**config.mk**
```make
export PLATFORM = sky130hd
export DESIGN_NAME = sorted_priority_queue
export DESIGN_NICKNAME = d
export VERILOG_FILES = /design/src/hw/rtl/spq_pkg.sv /design/src/hw/rtl/spq_cell.sv /design/src/hw/rtl/sorted_priority_queue.sv
export SDC_FILE = /design/constraint.sdc
export NUM_CORES = 1
export LEC_CHECK = 0
export ABC_AREA = 1
export BUFFER_PORTS_ARGS = -buffer_cell sky130_fd_sc_hd__buf_2
export CORE_ASPECT_RATIO = 0.5
export CORE_MARGIN = 3
export CORE_UTILIZATION = 40
export DETAILED_ROUTE_END_ITERATION = 10
export GPL_ROUTABILITY_DRIVEN = 0
export GPL_TIMING_DRIVEN = 1
export HOLD_SLACK_MARGIN = 0.15
export PLACE_DENSITY_LB_ADDON = 0.3
export SETUP_SLACK_MARGIN = 0.1
export SLEW_MARGIN = 20
export SYNTH_ARGS = -nofsm -noshare
export SYNTH_HDL_FRONTEND = slang
export SYNTH_SLANG_ARGS = --single-unit
export TNS_END_PERCENT = 1
```
**constraint.sdc**
```tcl
create_clock -name clk -period 4.65 [get_ports clk]
set_clock_uncertainty 0.2 [all_clocks]
set_input_delay 0.2325 -clock clk [delete_from_list [all_inputs] [get_ports clk]]
set_output_delay 0.2325 -clock clk [all_outputs]
set_load 0.05 [all_outputs]
```
**src/hw/rtl/spq_pkg.sv**
```systemverilog
package spq_pkg;

	localparam int ID_BITS = 5;
	localparam int STATUS_BITS = 2;
	localparam int COUNT_OUT_BITS = 6;

	typedef enum logic [1:0] {
		CMD_INSERT       = 2'd0,
		CMD_REMOVE_HEAD  = 2'd1,
		CMD_REMOVE_ENTRY = 2'd2,
		CMD_PEEK         = 2'd3
	} cmd_t;

	localparam logic [STATUS_BITS-1:0] STATUS_DONE  = 2'd0;
	localparam logic [STATUS_BITS-1:0] STATUS_EMPTY = 2'd1;
	localparam logic [STATUS_BITS-1:0] STATUS_FULL  = 2'd2;

	// Broadcast from the queue controller to every cell
	typedef struct packed {
		logic               en;
		logic               insert;
		logic               remove_head;
		logic               remove_entry;
		logic [ID_BITS-1:0] id;
	} cell_ctl_t;

endpackage

```
**src/hw/rtl/spq_cell.sv**
```systemverilog
module spq_cell #(
	parameter int PRIO_BITS = 8
) (
	input  logic                       clk,
	input  logic                       arst_n,
	input  spq_pkg::cell_ctl_t         ctl,
	input  logic [PRIO_BITS-1:0]       prio_new,
	input  logic                       prev_valid,
	input  logic [spq_pkg::ID_BITS-1:0] prev_id,
	input  logic [PRIO_BITS-1:0]       prev_prio,
	input  logic                       prev_go,
	input  logic                       prev_found,
	input  logic                       next_valid,
	input  logic [spq_pkg::ID_BITS-1:0] next_id,
	input  logic [PRIO_BITS-1:0]       next_prio,
	output logic                       valid,
	output logic [spq_pkg::ID_BITS-1:0] id,
	output logic [PRIO_BITS-1:0]       prio,
	output logic                       go,
	output logic                       found
);

	logic                        valid_q;
	logic [spq_pkg::ID_BITS-1:0] id_q;
	logic [PRIO_BITS-1:0]        prio_q;
	logic                        take_prev;
	logic                        take_new;
	logic                        take_next;

	// New item belongs here or nearer the head; monotone along the chain
	assign go = !valid_q || (prio_new > prio_q);
	assign found = prev_found || (valid_q && (id_q == ctl.id));

	assign take_prev = ctl.insert && prev_go;
	assign take_new  = ctl.insert && go && !prev_go;
	assign take_next = ctl.remove_head || (ctl.remove_entry && found);

	always_ff @(posedge clk or negedge arst_n) begin
		if (!arst_n) begin
			valid_q <= 1'b0;
		end else if (ctl.en) begin
			if (take_prev) begin
				valid_q <= prev_valid;
			end else if (take_new) begin
				valid_q <= 1'b1;
			end else if (take_next) begin
				valid_q <= next_valid;
			end
		end
	end

	always_ff @(posedge clk) begin
		if (ctl.en) begin
			if (take_prev) begin
				id_q   <= prev_id;
				prio_q <= prev_prio;
			end else if (take_new) begin
				id_q   <= ctl.id;
				prio_q <= prio_new;
			end else if (take_next) begin
				id_q   <= next_id;
				prio_q <= next_prio;
			end
		end
	end

	assign valid = valid_q;
	assign id    = id_q;
	assign prio  = prio_q;

endmodule

```
**src/hw/rtl/sorted_priority_queue.sv**
```systemverilog
// Sorted priority queue of entry ids, highest priority at the head.
// Input channel (in_valid/in_stall): command, entry_id, priority_req. Commands
// insert, remove head, remove a given id, or peek at the head.
// Output channel (out_valid/out_stall): one item per input item with
// result_id, status, queue_empty and queue_count after the operation.
// The result is registered at the edge that accepts the command. Throughput is
// one item per cycle while no result waits under out_stall; every cell
// compares against the broadcast command and shifts with its neighbor in that
// same cycle, so the rate is set by the update of the cell row.
// While a result waits under out_stall, in_stall is raised and new items are
// held off; the result and the queue contents hold until it is taken.
// Equal priorities keep arrival order. Inserts into a full queue return the
// full status; misses and empty-queue reads return the empty status.
// Reset clears every cell's valid bit, the count and the output valid flag; the
// queue is empty and ready in the first cycle after reset.
module sorted_priority_queue #(
	parameter int DEPTH = 32,
	parameter int PRIO_BITS = 8
) (
	input  logic        clk,
	input  logic        arst_n,
	input  logic        in_valid,
	output logic        in_stall,
	input  logic [1:0]  command,
	input  logic [4:0]  entry_id,
	input  logic [7:0]  priority_req,
	output logic        out_valid,
	input  logic        out_stall,
	output logic [4:0]  result_id,
	output logic [1:0]  status,
	output logic        queue_empty,
	output logic [5:0]  queue_count
);

	localparam int CW = $clog2(DEPTH + 1);
	localparam int IDW = spq_pkg::ID_BITS;

	logic                 accept;
	logic [PRIO_BITS-1:0] prio_new;
	spq_pkg::cell_ctl_t   ctl;

	logic                 c_valid [DEPTH];
	logic [IDW-1:0]       c_id    [DEPTH];
	logic [PRIO_BITS-1:0] c_prio  [DEPTH];
	logic                 c_go    [DEPTH];
	logic                 c_found [DEPTH];

	logic [CW-1:0]        count_q;
	logic [CW-1:0]        count_next;
	logic [CW+5:0]        count_wide;
	logic [IDW-1:0]       res_id;
	logic [spq_pkg::STATUS_BITS-1:0] res_status;

	logic                 out_valid_q;
	logic [IDW-1:0]       result_id_q;
	logic [spq_pkg::STATUS_BITS-1:0] status_q;
	logic                 queue_empty_q;
	logic [5:0]           queue_count_q;

	assign in_stall = out_valid_q && out_stall;
	assign accept   = in_valid && !in_stall;

	generate
		if (PRIO_BITS > 8) begin : g_prio_ext
			assign prio_new = {{(PRIO_BITS-8){1'b0}}, priority_req};
		end else begin : g_prio_cut
			assign prio_new = priority_req[PRIO_BITS-1:0];
		end
	endgenerate

	always_comb begin
		ctl        = '0;
		ctl.en     = accept;
		ctl.id     = entry_id;
		res_id     = '0;
		res_status = spq_pkg::STATUS_DONE;
		count_next = count_q;
		unique case (spq_pkg::cmd_t'(command))
			spq_pkg::CMD_INSERT: begin
				if (c_valid[DEPTH-1]) begin
					res_status = spq_pkg::STATUS_FULL;
				end else begin
					ctl.insert = 1'b1;
					res_id     = entry_id;
					count_next = count_q + CW'(1);
				end
			end
			spq_pkg::CMD_REMOVE_HEAD: begin
				if (!c_valid[0]) begin
					res_status = spq_pkg::STATUS_EMPTY;
				end else begin
					ctl.remove_head = 1'b1;
					res_id          = c_id[0];
					count_next      = count_q - CW'(1);
				end
			end
			spq_pkg::CMD_REMOVE_ENTRY: begin
				// Cells drop only where the match chain is set; a miss changes nothing
				ctl.remove_entry = 1'b1;
				if (c_found[DEPTH-1]) begin
					res_id     = entry_id;
					count_next = count_q - CW'(1);
				end else begin
					res_status = spq_pkg::STATUS_EMPTY;
				end
			end
			spq_pkg::CMD_PEEK: begin
				if (!c_valid[0]) begin
					res_status = spq_pkg::STATUS_EMPTY;
				end else begin
					res_id = c_id[0];
				end
			end
			default: begin
				res_status = spq_pkg::STATUS_DONE;
			end
		endcase
	end

	assign count_wide = {6'd0, count_next};

	generate
		for (genvar i = 0; i < DEPTH; i++) begin : g_cell
			logic                 pv;
			logic [IDW-1:0]       pid;
			logic [PRIO_BITS-1:0] pprio;
			logic                 pgo;
			logic                 pfound;
			logic                 nv;
			logic [IDW-1:0]       nid;
			logic [PRIO_BITS-1:0] nprio;

			if (i == 0) begin : g_head
				assign pv     = 1'b0;
				assign pid    = '0;
				assign pprio  = '0;
				assign pgo    = 1'b0;
				assign pfound = 1'b0;
			end else begin : g_body
				assign pv     = c_valid[i-1];
				assign pid    = c_id[i-1];
				assign pprio  = c_prio[i-1];
				assign pgo    = c_go[i-1];
				assign pfound = c_found[i-1];
			end

			if (i == DEPTH - 1) begin : g_tail
				assign nv    = 1'b0;
				assign nid   = '0;
				assign nprio = '0;
			end else begin : g_mid
				assign nv    = c_valid[i+1];
				assign nid   = c_id[i+1];
				assign nprio = c_prio[i+1];
			end

			spq_cell #(
				.PRIO_BITS(PRIO_BITS)
			) u_cell (
				.clk       (clk),
				.arst_n    (arst_n),
				.ctl       (ctl),
				.prio_new  (prio_new),
				.prev_valid(pv),
				.prev_id   (pid),
				.prev_prio (pprio),
				.prev_go   (pgo),
				.prev_found(pfound),
				.next_valid(nv),
				.next_id   (nid),
				.next_prio (nprio),
				.valid     (c_valid[i]),
				.id        (c_id[i]),
				.prio      (c_prio[i]),
				.go        (c_go[i]),
				.found     (c_found[i])
			);
		end
	endgenerate

	always_ff @(posedge clk or negedge arst_n) begin
		if (!arst_n) begin
			count_q     <= '0;
			out_valid_q <= 1'b0;
		end else begin
			if (accept) begin
				count_q     <= count_next;
				out_valid_q <= 1'b1;
			end else if (!out_stall) begin
				out_valid_q <= 1'b0;
			end
		end
	end

	always_ff @(posedge clk) begin
		if (accept) begin
			result_id_q   <= res_id;
			status_q      <= res_status;
			queue_empty_q <= (count_next == '0);
			queue_count_q <= count_wide[5:0];
		end
	end

	assign out_valid   = out_valid_q;
	assign result_id   = result_id_q;
	assign status      = status_q;
	assign queue_empty = queue_empty_q;
	assign queue_count = queue_count_q;

endmodule

```
==> results of run 1 <==
kinds of logic (layout without fill, tap and decap cells):
group	Yosys count	after routing	synth area share [%]
fa+ha+maj	250	250	9.89
simple gates	1142	1142	14.6
buf+inv	694	796	8.39
xor+xnor	19	19	0.526
flops	469	469	43.9
compound gates	1247	1247	22.7
worst min-delay path: stages:
cell            delay, ns
dlymetal6s4s_1       0.28
buf_6                0.21
nor3_1               0.08
o22ai_1              0.14
where the power goes:
group	leakage (nW)	internal, mW	switching, mW	total (mW)
Combinational	9.35	1.74	3.32	5.06
Sequential	4.41	5.70	0.728	6.43
Clock	0.840	2.46	1.87	4.33
Total	14.6	9.90	5.92	15.8
final cells by class:
class / count / area, µm² / share of cell area (%)
Inverter: 478 / 1830 / 5.12
Tap cell: 1036 / 1300 / 3.63
Sequential cell: 469 / 13900 / 38.9
Clock buffer: 62 / 1390 / 3.89
Timing Repair Buffer: 224 / 1860 / 5.22
Clock inverter: 32 / 327 / 0.914
Multi-Input combinational cell: 2658 / 15100 / 42.3
flip-flops by register name, indices dropped and copies added (netlist names):
register             count
g_cell.u_cell.id       160
g_cell.u_cell.prio     256
result_id                5
queue_empty              1
queue_count              6
count_q                  6
status                   2
g_cell.u_cell.valid     32
out_valid                1
metal layers:
metal	part of all wire [%]	routed length (µm)	GRT usage, %	up-vias
met4	2.4	2620	7.21	0
li1	-	-	-	13700
met5	0	0	0	-
met3	12	12500	5.19	173
met2	42	45500	37.7	1685
met1	44	46700	36.8	14000
synthesized netlist by cell type, types with 18 or more instances:
master	count
nor2_1	449
clkbuf_1	186
o21ai_0	576
o211ai_1	18
dfrtp_1	39
edfxtp_1	430
a221oi_1	28
nand2_1	531
a21oi_1	205
o221ai_1	54
a31oi_1	36
nand4_1	23
ha_1	250
inv_1	463
nand3_1	101
o22ai_1	268
through the flow:
stage	area (µm²)	setup TNS, ns
after floorplan	31600	0
after global placement	33500	0
after detailed placement	33500	0
after CTS	35400	0
after global routing	35700	-0.729
final	35700	0
worst min path at each step:
stage / startpoint / end / slack, ns / cells after the start
finish: entry_id[0] / g_cell[3].u_cell.id[0] / 0.26 / 4
CTS: priority_req[2] / g_cell[30].u_cell.prio[2] / 0.24 / 3
detailed placement: arst_n / g_cell[19].u_cell.valid / 0.22 / 2
global placement: arst_n / g_cell[21].u_cell.valid / 0.21 / 2
floorplan: arst_n / count_q[0] / -0.26 / 0
global route: entry_id[0] / g_cell[3].u_cell.id[0] / 0.29 / 4
timing repair:
| item | CTS | global route |
|---|---|---|
| endpoints found under the setup margin | 0 | 75 |
| hold buffers | 19 | 1 |
| endpoints found under the hold margin | 105 | 1 |
| buffers inserted | 0 | 22 |
| resized for setup | 0 | 56 |
==> impl_metrics.ini, run 1 <==
[clock_tree]
clk_latency_ns = 0.62
cts-root-buf = clkbuf_16
cts.sinks = 469
cts_tree = done
clk_pin_slew_ns = 0.07
cts_buffer_depth = 3
cts_htree_levels = 2
numCtsBuffers = 50

[worst_setup_path]
cp_top_family = simple AND/OR/NAND/NOR gates
worst_ep_arrival_time_ns = 4.63
reg2regPathDepth = 25
startpoint_type = primary input
r2r_start = g_cell[1].u_cell.id[1]
path_class = in -> reg
reg2reg_setup_slack_ns = 0.21
end_kind = flip-flop
crit_fanout = 13
critPathLaunch = entry_id[3]
crit_cells = 27
worst-path-buf-inv = 5
r2r_end = g_cell[30].u_cell.prio[4]
critPathMaxStageDelay_ns = 0.59
crit_top_cell = nand4_1
required_ns = 4.83
crit_path_end = g_cell[30].u_cell.prio[4]
cpMaxStageDelayCell = dlygate4sd3_1

[floorplanning]
initial_core_util_pct = 40.7
rows = 72
die_area_mm2 = 0.0827
die_h_um = 205
boundaryPins = 35
core_mm2 = 0.0777
die_x_um = 404

[routing]
vias_per_cell = 5.98
ant_nets = 0
initialDrtViolationCount = 3925
post_drt_wl_per_cell_um = 21.7
vias = 29600
drc = 0
firstDrtPassIters = 8
routed_wl_um = 107000

[synth]
synthDistinctLibCells = 51
syn_avg_cell_area_um2 = 8.27
synthTopCellsByArea = edfxtp_1 (41%), ha_1 (9.9%), o21ai_0 (9.1%), nand2_1 (6.3%), inv_1 (5.5%)
syn_area_mm2 = 0.0316
synthFlopType = edfxtp_1
synthesis.nets = 4090
ys_seq_elements = 469
synthCells = 3821
async_flop_share_pct = 8.32
yosysSeqAreaShare_pct = 43.9
yosysWarningCount = 0
synth_top_area_share_pct = 40.8
yosys.area.top_type = edfxtp_1
synth_edf_count = 430

[sta]
maxSlewViolCount = 0
fmaxAchievable_mhz = 225
fin_crit_ns = 4.45
worst_pin_slew_ns = 1.09
fin_crit_sh_pct = 95.7
relSlewSlack_pct = 27.0
fin_ws_ns = 0.201
rsz0062_at_grt = yes
hold_slack_ns = 0.263
setup_viol_count_final = 0
final_hold_viol_count = 0

[status]
outcome = finished clean

[final_layout]
utilization_pct = 45.9
final_cell_mix = o21ai_0 (576), nand2_1 (529), inv_1 (452)
syn2layout_area_growth_pct = 13.0
layout_commonest_cell = o21ai_0
layout-drive-gt1-share_pct = 8.51
nNetsFinal = 4150
fillCellCount = 7440
antenna_cells = 0
fin_cells = 4959

[grt]
grt_max_degree = 40
antenna_found_initial = 2
gr-total-overflow = 0
grt_first_pass_wirelength_um = 164000
track_usage_pct = 25.2
first_global_vias = 27600

[placement]
io_buffers = 34
dp_cells = 4823
place_hpwl_um = 77300
pre_cts_slack_ns = 0.146

[power]
powerDensity_mw_per_mm2 = 443
finalPower_mw = 15.8
p_leak_nw = 14.6
peakVddDrop_v = 0.000318

[run]
cap_violations = 0

[min_path]
min_path_type = in -> reg
No activity file was read; power rests on OpenSTA's default activity.
==> inputs of run 2 (changes only) <==
--- a/config.mk
+++ b/config.mk
@@ -15,6 +15,7 @@
 export GPL_TIMING_DRIVEN = 1
 export HOLD_SLACK_MARGIN = 0.15
 export PLACE_DENSITY_LB_ADDON = 0.3
+export REMOVE_ABC_BUFFERS = 1
 export SETUP_SLACK_MARGIN = 0.1
 export SLEW_MARGIN = 20
 export SYNTH_ARGS = -nofsm -noshare
==> impl_metrics.ini, run 2 (same netlist as run 1, synthesis figures left out) <==
[placement]
place_hpwl_um = 76500
placed_area_mm2 = 0.0335
io_buffers = 34

[floorplanning]
die_area_mm2 = 0.0827
die_h_um = 205
rows = 72
die_x_um = 404
core_mm2 = 0.0777
initial_core_util_pct = 40.7
boundaryPins = 35

[clock_tree]
cts-root-buf = clkbuf_16
numCtsBuffers = 50
cts_htree_levels = 2
clk_latency_ns = 0.63
cts_buffer_depth = 3
clk_pin_slew_ns = 0.06
cts_tree = done
cts.sinks = 469

[power]
powerDensity_mw_per_mm2 = 436
p_leak_nw = 14.4
finalPower_mw = 15.4
peakVddDrop_v = 0.000294

[grt]
first_global_vias = 27100
antenna_found_initial = 1
track_usage_pct = 24.6
gr-total-overflow = 0
grt_max_degree = 40
grt_first_pass_wirelength_um = 160000

[worst_setup_path]
crit_fanout = 26
path_class = in -> reg
required_ns = 4.81
worst_ep_arrival_time_ns = 4.49
crit_top_cell = nand4_1
reg2reg_setup_slack_ns = 0.38
end_kind = flip-flop
startpoint_type = primary input
critPathMaxStageDelay_ns = 0.57
cpMaxStageDelayCell = dlygate4sd3_1

[final_layout]
syn2layout_area_growth_pct = 11.9
fillCellCount = 7515
largest_register_ffs = 256
design_area_mm2 = 0.0354
utilization_pct = 45.5
final_cell_mix = o21ai_0 (576), nand2_1 (529), inv_1 (458)
layout-drive-gt1-share_pct = 7.47
layout_commonest_cell = o21ai_0
nNetsFinal = 4135
antenna_cells = 0

[sta]
fin_crit_ns = 4.33
fin_crit_sh_pct = 93.1
final_hold_viol_count = 0
fin_tns_setup_ns = 0
maxSlewViolCount = 0
setup_viol_count_final = 0
relSlewSlack_pct = 23.6
worst_pin_slew_ns = 1.15
rsz0062_at_grt = yes
fmaxAchievable_mhz = 231

[routing]
initialDrtViolationCount = 3800
firstDrtPassIters = 7
vias = 29300
vias_per_cell = 5.94
ant_nets = 0
post_drt_wl_per_cell_um = 21.1
drc = 0
routed_wl_um = 104000

[run]
cap_violations = 0

[status]
outcome = finished clean

[min_path]
min_path_type = in -> reg
## run 2: changes by cell type in the layout (fill, tap and decap cells not counted), sizes merged
cell	previous run	this run
clkbuf	62	84
buf	204	192
clkinv	30	19
bufinv	6	0
clkinvlp	8	2
dlygate4sd3	19	17
dlymetal6s4s	1	0
inv	466	467
## run 2: stage by stage
stage               hold slack [ns]  cells  setup slack (ns)
floorplan                    -0.263   3605            -0.488
global placement              0.234   4823             0.185
detailed placement            0.231   4823             0.133
CTS                           0.185   4934             0.165
global route                  0.222   4944          -0.00747
finish                        0.204   4944             0.320
## run 2: final cells by class
class                           count  area (µm²)  share of cell area, %
Multi-Input combinational cell   2658       15100                   42.7
Sequential cell                   469       13900                   39.3
Inverter                          478        1820                   5.15
Timing Repair Buffer              209        1690                   4.79
Clock buffer                       84        1510                   4.28
Tap cell                         1036        1300                   3.66
Clock inverter                     10        46.3                  0.131
## run 2: repair_timing
item                       CTS  global route
hold endpoints to repair   101             0
gates resized for setup      0            39
setup buffers                0            10
hold buffers                17             0
setup endpoints to repair    0            74
## run 2: routing by layer
metal | global-route usage, % | vias to the layer above | part of all wire, %
li1 | - | 13700 | -
met1 | 36.6 | 14000 | 45
met2 | 36.1 | 1504 | 42
met3 | 4.47 | 156 | 11
met4 | 7.33 | 2 | 2.7
met5 | 0 | - | 0.012
## run 2: final timing paths
check | startpoint | to | depth (start not counted)
hold reg to reg | count_q[5] | count_q[5] | 2
max in group asynchronous | arst_n | count_q[5] | 4
hold / removal | priority_req[7] | g_cell[0].u_cell.prio[7] | 4
setup reg to reg | g_cell[3].u_cell.id[3] | g_cell[31].u_cell.prio[5] | 25
setup / recovery | entry_id[4] | g_cell[31].u_cell.prio[5] | 25
min in group asynchronous | arst_n | g_cell[14].u_cell.valid | 4
## run 2: power breakdown
group / switching, mW / total [mW] / internal [mW]
clock: 1.78 / 3.99 / 2.21
combinational: 3.27 / 5.02 / 1.75
sequential: 0.714 / 6.42 / 5.70
total: 5.77 / 15.4 / 9.66
## run 2: worst max-delay path: cells and delay by family
kind | cells | cell delay (ns)
and+or+nand+nor | 18 | 2.60
buffers and inverters | 6 | 1.50
AOI/OAI and AO/OA | 1 | 0.15
